[src/hdl/sfd_pkg.sv]
// ---------------------------------------------------------------------------
// Sensor frame deframer package
// Shared constants, result codes and the configuration bundle.
// ---------------------------------------------------------------------------
package sfd_pkg;

  localparam int unsigned CfgIdxW = 2;
  localparam int unsigned CfgDataW = 16;
  localparam int unsigned OutDataW = 40;

  localparam logic [CfgIdxW-1:0] CFG_PREAMBLE = 2'd0;
  localparam logic [CfgIdxW-1:0] CFG_SYNC_LIMIT = 2'd1;
  localparam logic [CfgIdxW-1:0] CFG_MAX_LEN = 2'd2;

  localparam logic [7:0] DefaultPreamble = 8'd250;
  localparam logic [15:0] DefaultSyncLimit = 16'd200;
  localparam logic [15:0] DefaultMaxLen = 16'd2048;
  localparam logic [7:0] ExtLenMark = 8'hFF;

  localparam logic [2:0] KIND_PAYLOAD = 3'd0;
  localparam logic [2:0] KIND_GOOD = 3'd1;
  localparam logic [2:0] KIND_BADSUM = 3'd2;
  localparam logic [2:0] KIND_TIMEOUT = 3'd3;
  localparam logic [2:0] KIND_TOOLONG = 3'd4;

  typedef struct packed {
    logic [7:0] preamble_value;
    logic [15:0] sync_limit;
    logic [15:0] max_payload_len;
  } cfg_t;

endpackage

[src/hdl/sfd_cfg_regs.sv]
// ---------------------------------------------------------------------------
// Sensor frame deframer configuration registers
// Holds the preamble, sync limit and maximum payload length.
// ---------------------------------------------------------------------------
module sfd_cfg_regs (
  input  logic                         clk,
  input  logic                         rst,
  input  logic                         cfg_we,
  input  logic [sfd_pkg::CfgIdxW-1:0]  cfg_index,
  input  logic [sfd_pkg::CfgDataW-1:0] cfg_data,
  output sfd_pkg::cfg_t                cfg
);
  import sfd_pkg::*;

  always_ff @(posedge clk) begin
    if (rst) begin
      cfg.preamble_value <= DefaultPreamble;
      cfg.sync_limit <= DefaultSyncLimit;
      cfg.max_payload_len <= DefaultMaxLen;
    end else if (cfg_we) begin
      unique case (cfg_index)
        CFG_PREAMBLE:   cfg.preamble_value <= cfg_data[7:0];
        CFG_SYNC_LIMIT: cfg.sync_limit <= cfg_data;
        CFG_MAX_LEN:    cfg.max_payload_len <= cfg_data;
        default: begin
        end
      endcase
    end
  end

endmodule

[src/hdl/sfd_parser.sv]
// ---------------------------------------------------------------------------
// Sensor frame deframer parser
// Frame state machine with a registered result stage.
// ---------------------------------------------------------------------------
module sfd_parser (
  input  logic                          clk,
  input  logic                          rst,
  input  sfd_pkg::cfg_t                 cfg,
  input  logic                          in_valid,
  output logic                          in_ready,
  input  logic [7:0]                    rx_byte,
  output logic                          out_valid,
  input  logic                          out_ready,
  output logic [2:0]                    out_kind,
  output logic [7:0]                    out_data_byte,
  output logic [7:0]                    out_msg_id,
  output logic [7:0]                    out_bus_id,
  output logic [15:0]                   out_byte_index,
  output logic                          out_last
);
  import sfd_pkg::*;

  typedef enum logic [2:0] {
    PH_HUNT, PH_BID, PH_MID, PH_LEN, PH_EXT_HI, PH_EXT_LO, PH_DATA, PH_CKSUM
  } phase_t;

  phase_t phase, phase_next;
  logic [15:0] sync_count, sync_count_next, sync_inc;
  logic [7:0] frame_bus_id, frame_bus_id_next;
  logic [7:0] frame_msg_id, frame_msg_id_next;
  logic [15:0] payload_length, payload_length_next, len_val;
  logic [15:0] payload_index, payload_index_next, index_inc;
  logic [7:0] running_sum, running_sum_next, sum_add;
  logic accept, res_valid;
  logic [2:0] res_kind;
  logic [7:0] res_data;
  logic [15:0] res_index;

  assign in_ready = !out_valid || out_ready;
  assign accept = in_valid && in_ready;
  assign sum_add = running_sum + rx_byte;
  assign sync_inc = sync_count + 16'd1;
  assign index_inc = payload_index + 16'd1;
  assign len_val = (phase == PH_EXT_LO) ? {payload_length[15:8], rx_byte}
                                        : {8'd0, rx_byte};

  always_comb begin
    phase_next = phase;
    sync_count_next = sync_count;
    frame_bus_id_next = frame_bus_id;
    frame_msg_id_next = frame_msg_id;
    payload_length_next = payload_length;
    payload_index_next = payload_index;
    running_sum_next = (phase == PH_HUNT) ? running_sum : sum_add;
    res_valid = 1'b0;
    res_kind = KIND_PAYLOAD;
    res_data = 8'd0;
    res_index = 16'd0;
    unique case (phase)
      PH_HUNT: begin
        if (rx_byte == cfg.preamble_value) begin
          sync_count_next = 16'd0;
          running_sum_next = 8'd0;
          phase_next = PH_BID;
        end else if (sync_inc >= cfg.sync_limit) begin
          sync_count_next = 16'd0;
          res_valid = 1'b1;
          res_kind = KIND_TIMEOUT;
        end else begin
          sync_count_next = sync_inc;
        end
      end
      PH_BID: begin
        frame_bus_id_next = rx_byte;
        phase_next = PH_MID;
      end
      PH_MID: begin
        frame_msg_id_next = rx_byte;
        phase_next = PH_LEN;
      end
      PH_EXT_HI: begin
        payload_length_next = {rx_byte, 8'd0};
        phase_next = PH_EXT_LO;
      end
      PH_LEN, PH_EXT_LO: begin
        if (phase == PH_LEN && rx_byte == ExtLenMark) begin
          phase_next = PH_EXT_HI;
        end else begin
          payload_length_next = len_val;
          if (len_val > cfg.max_payload_len) begin
            res_valid = 1'b1;
            res_kind = KIND_TOOLONG;
            res_index = len_val;
            phase_next = PH_HUNT;
            sync_count_next = 16'd0;
          end else begin
            payload_index_next = 16'd0;
            phase_next = (len_val == 16'd0) ? PH_CKSUM : PH_DATA;
          end
        end
      end
      PH_DATA: begin
        res_valid = 1'b1;
        res_kind = KIND_PAYLOAD;
        res_data = rx_byte;
        res_index = payload_index;
        payload_index_next = index_inc;
        if (index_inc >= payload_length) begin
          phase_next = PH_CKSUM;
        end
      end
      PH_CKSUM: begin
        res_valid = 1'b1;
        res_kind = (sum_add == 8'd0) ? KIND_GOOD : KIND_BADSUM;
        res_index = payload_length;
        phase_next = PH_HUNT;
        sync_count_next = 16'd0;
      end
      default: begin
        phase_next = PH_HUNT;
      end
    endcase
  end

  always_ff @(posedge clk) begin
    if (rst) begin
      phase <= PH_HUNT;
      sync_count <= 16'd0;
      frame_bus_id <= 8'd0;
      frame_msg_id <= 8'd0;
      payload_length <= 16'd0;
      payload_index <= 16'd0;
      running_sum <= 8'd0;
      out_valid <= 1'b0;
    end else begin
      if (accept) begin
        phase <= phase_next;
        sync_count <= sync_count_next;
        frame_bus_id <= frame_bus_id_next;
        frame_msg_id <= frame_msg_id_next;
        payload_length <= payload_length_next;
        payload_index <= payload_index_next;
        running_sum <= running_sum_next;
      end
      if (accept && res_valid) begin
        out_valid <= 1'b1;
        out_kind <= res_kind;
        out_data_byte <= res_data;
        out_msg_id <= (res_kind == KIND_TIMEOUT) ? 8'd0 : frame_msg_id_next;
        out_bus_id <= (res_kind == KIND_TIMEOUT) ? 8'd0 : frame_bus_id_next;
        out_byte_index <= res_index;
        out_last <= (res_kind != KIND_PAYLOAD);
      end else if (out_ready) begin
        out_valid <= 1'b0;
      end
    end
  end

endmodule

[src/hdl/sensor_frame_deframer_core.sv]
// ---------------------------------------------------------------------------
// Sensor frame deframer core
// Output: a result appears in the cycle after the byte that causes it.
// Throughput: one byte per cycle while the output is not stalled, set by the single registered result stage.
// Reset: synchronous, clears the frame state to preamble hunting, restores
// the default configuration and drops any pending result.
// ---------------------------------------------------------------------------
module sensor_frame_deframer_core (
  input  logic                          clk,
  input  logic                          rst,
  input  logic                          cfg_we,
  input  logic [sfd_pkg::CfgIdxW-1:0]   cfg_index,
  input  logic [sfd_pkg::CfgDataW-1:0]  cfg_data,
  input  logic                          s_tvalid,
  output logic                          s_tready,
  input  logic [7:0]                    s_tdata,   // rx_byte
  output logic                          m_tvalid,
  input  logic                          m_tready,
  // data_byte[7:0], msg_id[15:8], bus_id[23:16], byte_index[39:24]
  output logic [sfd_pkg::OutDataW-1:0]  m_tdata,
  output logic [2:0]                    m_tuser,   // kind
  output logic                          m_tlast
);
  import sfd_pkg::*;

  cfg_t cfg;
  logic [7:0] data_byte, msg_id, bus_id;
  logic [15:0] byte_index;

  sfd_cfg_regs u_cfg (
    .clk(clk), .rst(rst), .cfg_we(cfg_we), .cfg_index(cfg_index),
    .cfg_data(cfg_data), .cfg(cfg)
  );

  sfd_parser u_parser (
    .clk(clk), .rst(rst), .cfg(cfg),
    .in_valid(s_tvalid), .in_ready(s_tready), .rx_byte(s_tdata),
    .out_valid(m_tvalid), .out_ready(m_tready),
    .out_kind(m_tuser), .out_data_byte(data_byte), .out_msg_id(msg_id),
    .out_bus_id(bus_id), .out_byte_index(byte_index), .out_last(m_tlast)
  );

  assign m_tdata = {byte_index, bus_id, msg_id, data_byte};

  a_payload_not_last: assert property (@(posedge clk) disable iff (rst)
    m_tvalid && m_tuser == KIND_PAYLOAD |-> !m_tlast)
    else $error("payload item marked last");

  a_end_has_no_data: assert property (@(posedge clk) disable iff (rst)
    m_tvalid && m_tuser != KIND_PAYLOAD |-> m_tlast && m_tdata[7:0] == 8'd0)
    else $error("frame end item malformed");

  a_timeout_zero: assert property (@(posedge clk) disable iff (rst)
    m_tvalid && m_tuser == KIND_TIMEOUT |-> m_tdata == '0)
    else $error("timeout item carries frame fields");

  a_reset_clears: assert property (@(posedge clk)
    $past(rst) |-> !m_tvalid)
    else $error("result valid after reset");

endmodule

[config.mk]
export PLATFORM = sky130hd
export DESIGN_NAME = sensor_frame_deframer_core
export DESIGN_NICKNAME = d
export VERILOG_FILES = /design/src/hdl/sfd_pkg.sv /design/src/hdl/sfd_cfg_regs.sv /design/src/hdl/sfd_parser.sv /design/src/hdl/sensor_frame_deframer_core.sv
export SDC_FILE = /design/constraint.sdc
export NUM_CORES = 1
export LEC_CHECK = 0
export BUFFER_PORTS_ARGS = -buffer_cell sky130_fd_sc_hd__buf_2
export CAP_MARGIN = 20
export CORE_MARGIN = 4
export CORE_UTILIZATION = 30
export CTS_CLUSTER_DIAMETER = 40
export DETAILED_ROUTE_END_ITERATION = 10
export GPL_TIMING_DRIVEN = 0
export SYNTH_ARGS = -nofsm -noshare
export SYNTH_HDL_FRONTEND = slang
export SYNTH_SLANG_ARGS = --single-unit
[constraint.sdc]
create_clock -name clk -period 5.59 [get_ports clk]
set_input_delay 1.118 -clock clk [delete_from_list [all_inputs] [get_ports clk]]
set_output_delay 1.118 -clock clk [all_outputs]
set_load 0.005 [all_outputs]
Word-level counts from Yosys, hierarchy flattened --
Cells that the tools add are included. Widths: inputs -> output; s select.
Storage, ports and cells: flip-flop bits (word level) 160, logic and storage cells 103, output and inout bits 46
Operators by class: mux-type cells 38, bitwise operators 1, reduce and logical (&&, ||, !) cells 24, eq/ne operators 17, $lt $le $gt $ge 3, add/subtract/negate cells 3
Operators by type and width (count):
- $mux 16 | 10
- $pmux 16 s3 | 2
- $pmux 16 s2 | 2
- $mux 8 | 5
- $add 16x1->16 const B | 2
- $ge 16x16->1 | 2
- $mux 3 | 7
- $pmux 3 s7 | 1
- $gt 16x16->1 | 1
- $logic_not 16->1 | 1
- $eq 3x3->1 const B | 4
- $eq 3x2->1 const B | 3
- $pmux 3 s3 | 1
- $add 8x8->8 | 1
- $eq 8x8->1 | 1
- $eq 8x8->1 const B | 1
- $logic_not 8->1 | 1
- $reduce_and 2->1 | 4
- $reduce_and 4->1 | 2
- $mux 1 | 7
- $ne 2x2->1 const B | 3
- $reduce_and 3->1 | 2
- $reduce_bool 2->1 | 3
- $reduce_bool 3->1 | 2
- other kinds (13) | 18

Longest topological paths before layout --
depth in word-level cells 8, gate-level depth with buffers 14, mapped depth without buffers 13

Hierarchy --
From an unflattened synthesis, not the netlist that was laid out.
Unflattened totals: cell total of the unflattened synthesis 973, area total of the unflattened synthesis 8966.1 um^2
By module, submodules not included:
- sfd_parser | times used 1, area an instance 7300.8 um^2, cells an instance 814
- sfd_cfg_regs | times used 1, area an instance 1665.3 um^2, cells an instance 159

Least setup slack after synthesis --
OpenSTA, ideal clock, no wires.
path kind register to register, start point reg u_parser.sync_count[0], end point reg u_parser.out_bus_id[0] (enable), setup slack 0.601 ns, data arrival time 4.543 ns, cell stages (with the launch flop) 13, clock period less this slack 4.989 ns, data required time 5.144 ns, library setup time 0.446 ns, cells stage by stage dfxtp_1 > and3_1 > nand3_1 > nor4_1 > and3_1 > xor2_1 > ha_1 > o2111ai_1 > or3_1 > o211ai_1 > a21oi_2 > o221a_2 > nor2_1
On the way: longest elaborated chain between the ends 7
Ends and longest elaborated chain:
- start, declared | line sfd_parser.sv:28 | logic [15:0] sync_count, sync_count_next, sync_inc;
- start signal, assigned | line sfd_parser.sv:138 | sync_count <= sync_count_next;
- $add 16x1->16 | line sfd_parser.sv:42 | assign sync_inc = sync_count + 16'd1;
- $ge 16x16->1 | line sfd_parser.sv:65 | end else if (sync_inc >= cfg.sync_limit) begin
- $mux 1 | line sfd_parser.sv:65
- $mux 1 | line sfd_parser.sv:61 | if (rx_byte == cfg.preamble_value) begin
- $pmux 1 s3 | line sfd_parser.sv:59 | unique case (phase)
- $logic_and 1x1->1 | line sfd_parser.sv:145 | if (accept && res_valid) begin
- $reduce_and 2->1 (no line)
- end signal, assigned | line sfd_parser.sv:150 | out_bus_id <= (res_kind == KIND_TIMEOUT) ? 8'd0 : frame_bus_id_next;
- end, declared | line sfd_parser.sv:17 | output logic [7:0] out_bus_id,
No other way between the ends. A chain may end at the register's enable or synchronous reset.

Worst setup path in the final report --
start point reg u_parser.sync_count[0], end point reg u_parser.out_byte_index[6] (enable)
On the way: longest elaborated chain between the ends 7
Ends and longest elaborated chain:
- $add 16x1->16 | line sfd_parser.sv:42
- $ge 16x16->1 | line sfd_parser.sv:65
- $mux 1 | line sfd_parser.sv:65
- $mux 1 | line sfd_parser.sv:61
- $pmux 1 s3 | line sfd_parser.sv:59
- $logic_and 1x1->1 | line sfd_parser.sv:145
- $reduce_and 2->1 (no line)
- end signal, assigned | line sfd_parser.sv:151 | out_byte_index <= res_index;
- end, declared | line sfd_parser.sv:18 | output logic [15:0] out_byte_index,
No other way between the ends.

==> impl_metrics.tcl <==
set metrics [dict create \
    status "finished clean" \
    htreeDepth 4 \
    grt_start_max_net_pins 33 \
    final_core_util_pct 35.8 \
    period_needed_ns 4.41 \
    synthFlopType "dfxtp_1" \
    io_buffer_count 75 \
    critPathCaptureType "flop" \
    die_height_um 177 \
    wl_per_cell_um 15.8 \
    max-slew-margin-rel_pct 41.3 \
    final_cell_mix "dfxtp_1 (116), nand2_1 (115), nor2_1 (99)" \
    p_per_area_nw_per_um2 255 \
    cts-root-buf "clkbuf_16" \
    synthArstFlopShare_pct 0 \
    setup_viol 0 \
    clock_sinks 160 \
    worst_pin_slew_ns 0.874 \
    cts_resized 0 \
    slew_violations 0 \
    yosys_register_bits 160 \
    drtIter0Drc 545 \
    dp_cells 1411 \
    synth_nets 1045 \
    irDropWorstVdd_mv 0.160 \
    slowest_stage "nor4_1" \
    start_util_pct 30.5 \
    route.detailed.drc 0 \
    first_global_vias 6915 \
    grt_util_all_layers_pct 14.8 \
    synth.avg_cell_area_um2 8.92 \
    rsz0062_at_grt "false" \
    hold_slack_ns 0.454 \
    cts_tree "built" \
    worstSetupStartpointType "flop" \
    fin_nets 1141 \
    antenna_cells 0 \
    period_share_pct 78.9 \
    critPathRequiredTime_ns 5.72 \
    grt.overflow.total 0 \
    final_antenna_net_count 0 \
    hold_viol 0 \
    vias 7268 \
    gp_congestion 0.896 \
    total_leakage_power_nw 3.77 \
    clock_path_buffers 2 \
    antenna_found_initial 0 \
    synth_area_leaders "dfxtp_1 (27%), edfxtp_1 (15%), ha_1 (8.4%)" \
    min_path_cells 2 \
    dp_hpwl_mm 17.0 \
    cap_violations 0 \
    insertion_delay_ns 0.43 \
    ys_warn_count 0 \
    path_clk_slew_ns 0.07 \
    critPathMostFrequentCell "and3_1" \
    critPathMaxFanout 32 \
    finalNonFillerCells 1443 \
    dr.pass1.iters 6 \
    synth_top_area_share_pct 27.2 \
    cp_cell_sequence "and3_1, nand3_1, nor4_1, and3_1, xor2_1, ha_1, o2111ai_1, or3_1, o211ai_1, a21oi_2, o221a_2, nor2_4, buf_12" \
    mappedNetlistArea_um2 8530 \
    synth-seq-area-share_pct 42.7 \
    ctsHoldBuffers 0 \
    r2r_cells 13 \
    max_freq_ghz 0.227 \
    crit_arrival_ns 4.54 \
    synth_cell_types 65 \
    row_count 61 \
    dieWidth_um 177 \
    synth_edf_count 44 \
    syn_to_final_growth_pct 17.3 \
    synth_area_leader_cell "dfxtp_1" \
    postCtsSetupRepairBufs 0 \
    worstSetupPathType "flop to flop" \
    pin_count 77 \
    drive_gt1_share_pct 14.0 \
    core_um2 27900 \
    synth_cells 956 \
    totalWireLength_mm 22.8 \
    hold_path_class "flop to flop" \
    grt_pass1_wl_mm 36.8 \
    routed_via_density 5.04 \
    cts_buffers 17 \
    cp_slowest_stage_delay_ns 0.68 \
    final_common_cell "dfxtp_1" \
    die_area_um2 31200 \
    clock_skew_ns 0.0119 \
]
[cells by family (layout without fill, tap and decap cells)]
kind of cell / after synthesis / in the layout / share of synthesized area [%]
AND/OR/NAND/NOR: 356 / 356 / 19.6
AO/OA/AOI/OAI: 208 / 208 / 16.9
flip-flops: 160 / 160 / 42.7
buffers and inverters: 108 / 217 / 5.18
adder cells (fa/ha/maj): 58 / 58 / 8.59
XOR/XNOR: 48 / 48 / 4.93
multiplexers: 18 / 18 / 2.11
[critical path: cells and delay by family, from the launching register on]
family / cells / cell delay [ns]
flip-flops: 1 / 0.44
XOR/XNOR: 1 / 0.23
buffers and inverters: 1 / 0.27
AO/OA/AOI/OAI: 4 / 0.83
AND/OR/NAND/NOR: 6 / 2.15
adder cells (fa/ha/maj): 1 / 0.18
[cell type report]
class	count	area (um^2)
inverters	57	214
well taps	378	473
repair buffers	77	400
fillers	2936	17900
clock inverters	14	164
flip-flops and latches	160	3640
plain buffers	51	228
clock buffers	18	429
multi-input cells	688	4450
[worst paths after layout]
check | slack, ns | end | startpoint
setup reg to reg | 1.18 | u_parser.out_byte_index[6]$_DFFE_PP_ | u_parser.sync_count[0]$_SDFFE_PP0P_
setup / recovery | 1.18 | u_parser.out_byte_index[6]$_DFFE_PP_ | u_parser.sync_count[0]$_SDFFE_PP0P_
hold / removal | 0.45 | u_cfg.cfg[2]$_SDFFE_PP0P_ | u_cfg.cfg[2]$_SDFFE_PP0P_
hold reg to reg | 0.45 | u_cfg.cfg[2]$_SDFFE_PP0P_ | u_cfg.cfg[2]$_SDFFE_PP0P_
[sequential cells by signal, summed over array words and instances, names as in the netlist]
name                     flops
u_parser.frame_msg_id        8
u_parser.out_byte_index     16
u_parser.out_bus_id          8
u_parser.payload_length     16
u_parser.running_sum         8
u_parser.frame_bus_id        8
u_parser.out_data_byte       8
u_parser.out_kind            3
u_cfg.cfg                   40
u_parser.sync_count         16
u_parser.payload_index      16
u_parser.out_last            1
u_parser.out_msg_id          8
u_parser.phase               3
u_parser.out_valid           1
[where the power goes]
part	internal, mW	switching [mW]	leakage, nW
Clock	0.640	0.543	0.292
Sequential	1.20	0.00928	1.33
Combinational	0.0561	0.108	2.16
Total	1.89	0.660	3.77
[metal layers]
metal	part of all wire, %	up-vias	global-route usage, %
li1	-	3589	-
met1	46	3425	19.9
met2	47	223	24.3
met3	5.7	31	2.73
met4	1.7	0	4.29
met5	0	-	0
[synth_stat cells (3+ instances only)]
cell type,n
nand2b_1,6
edfxtp_1,44
buf_4,3
a211o_1,13
nand3b_1,3
a221o_1,7
nor2b_1,11
nand4_1,15
or2_2,7
ha_1,57
buf_2,13
a21oi_1,65
o21ai_0,25
nor4_1,8
o221ai_1,3
a21o_1,8
o211ai_1,14
xor2_1,19
nand3_1,27
mux2i_1,18
inv_1,57
a211oi_1,7
a22oi_1,24
o21a_1,5
and3_1,13
nand2_1,115
clkbuf_1,30
xnor2_1,29
and2_1,5
a32o_1,14
or3_1,10
dfxtp_1,116
nor2_1,100
nor3_1,21
buf_1,3
[metrics by stage]
stage               TNS (ns)  power [mW]  instance area (um^2)  worst slack (ns)
floorplan                  0        1.33                  8530             0.601
global placement      -39.52        1.39                  9380            -0.901
detailed placement         0        1.40                  9410              1.22
CTS                        0        2.57                 10000              1.20
global route               0        2.64                 10000             0.885
finish                     0        2.55                 10000              1.18
No activity file was read; power rests on OpenSTA's default activity.
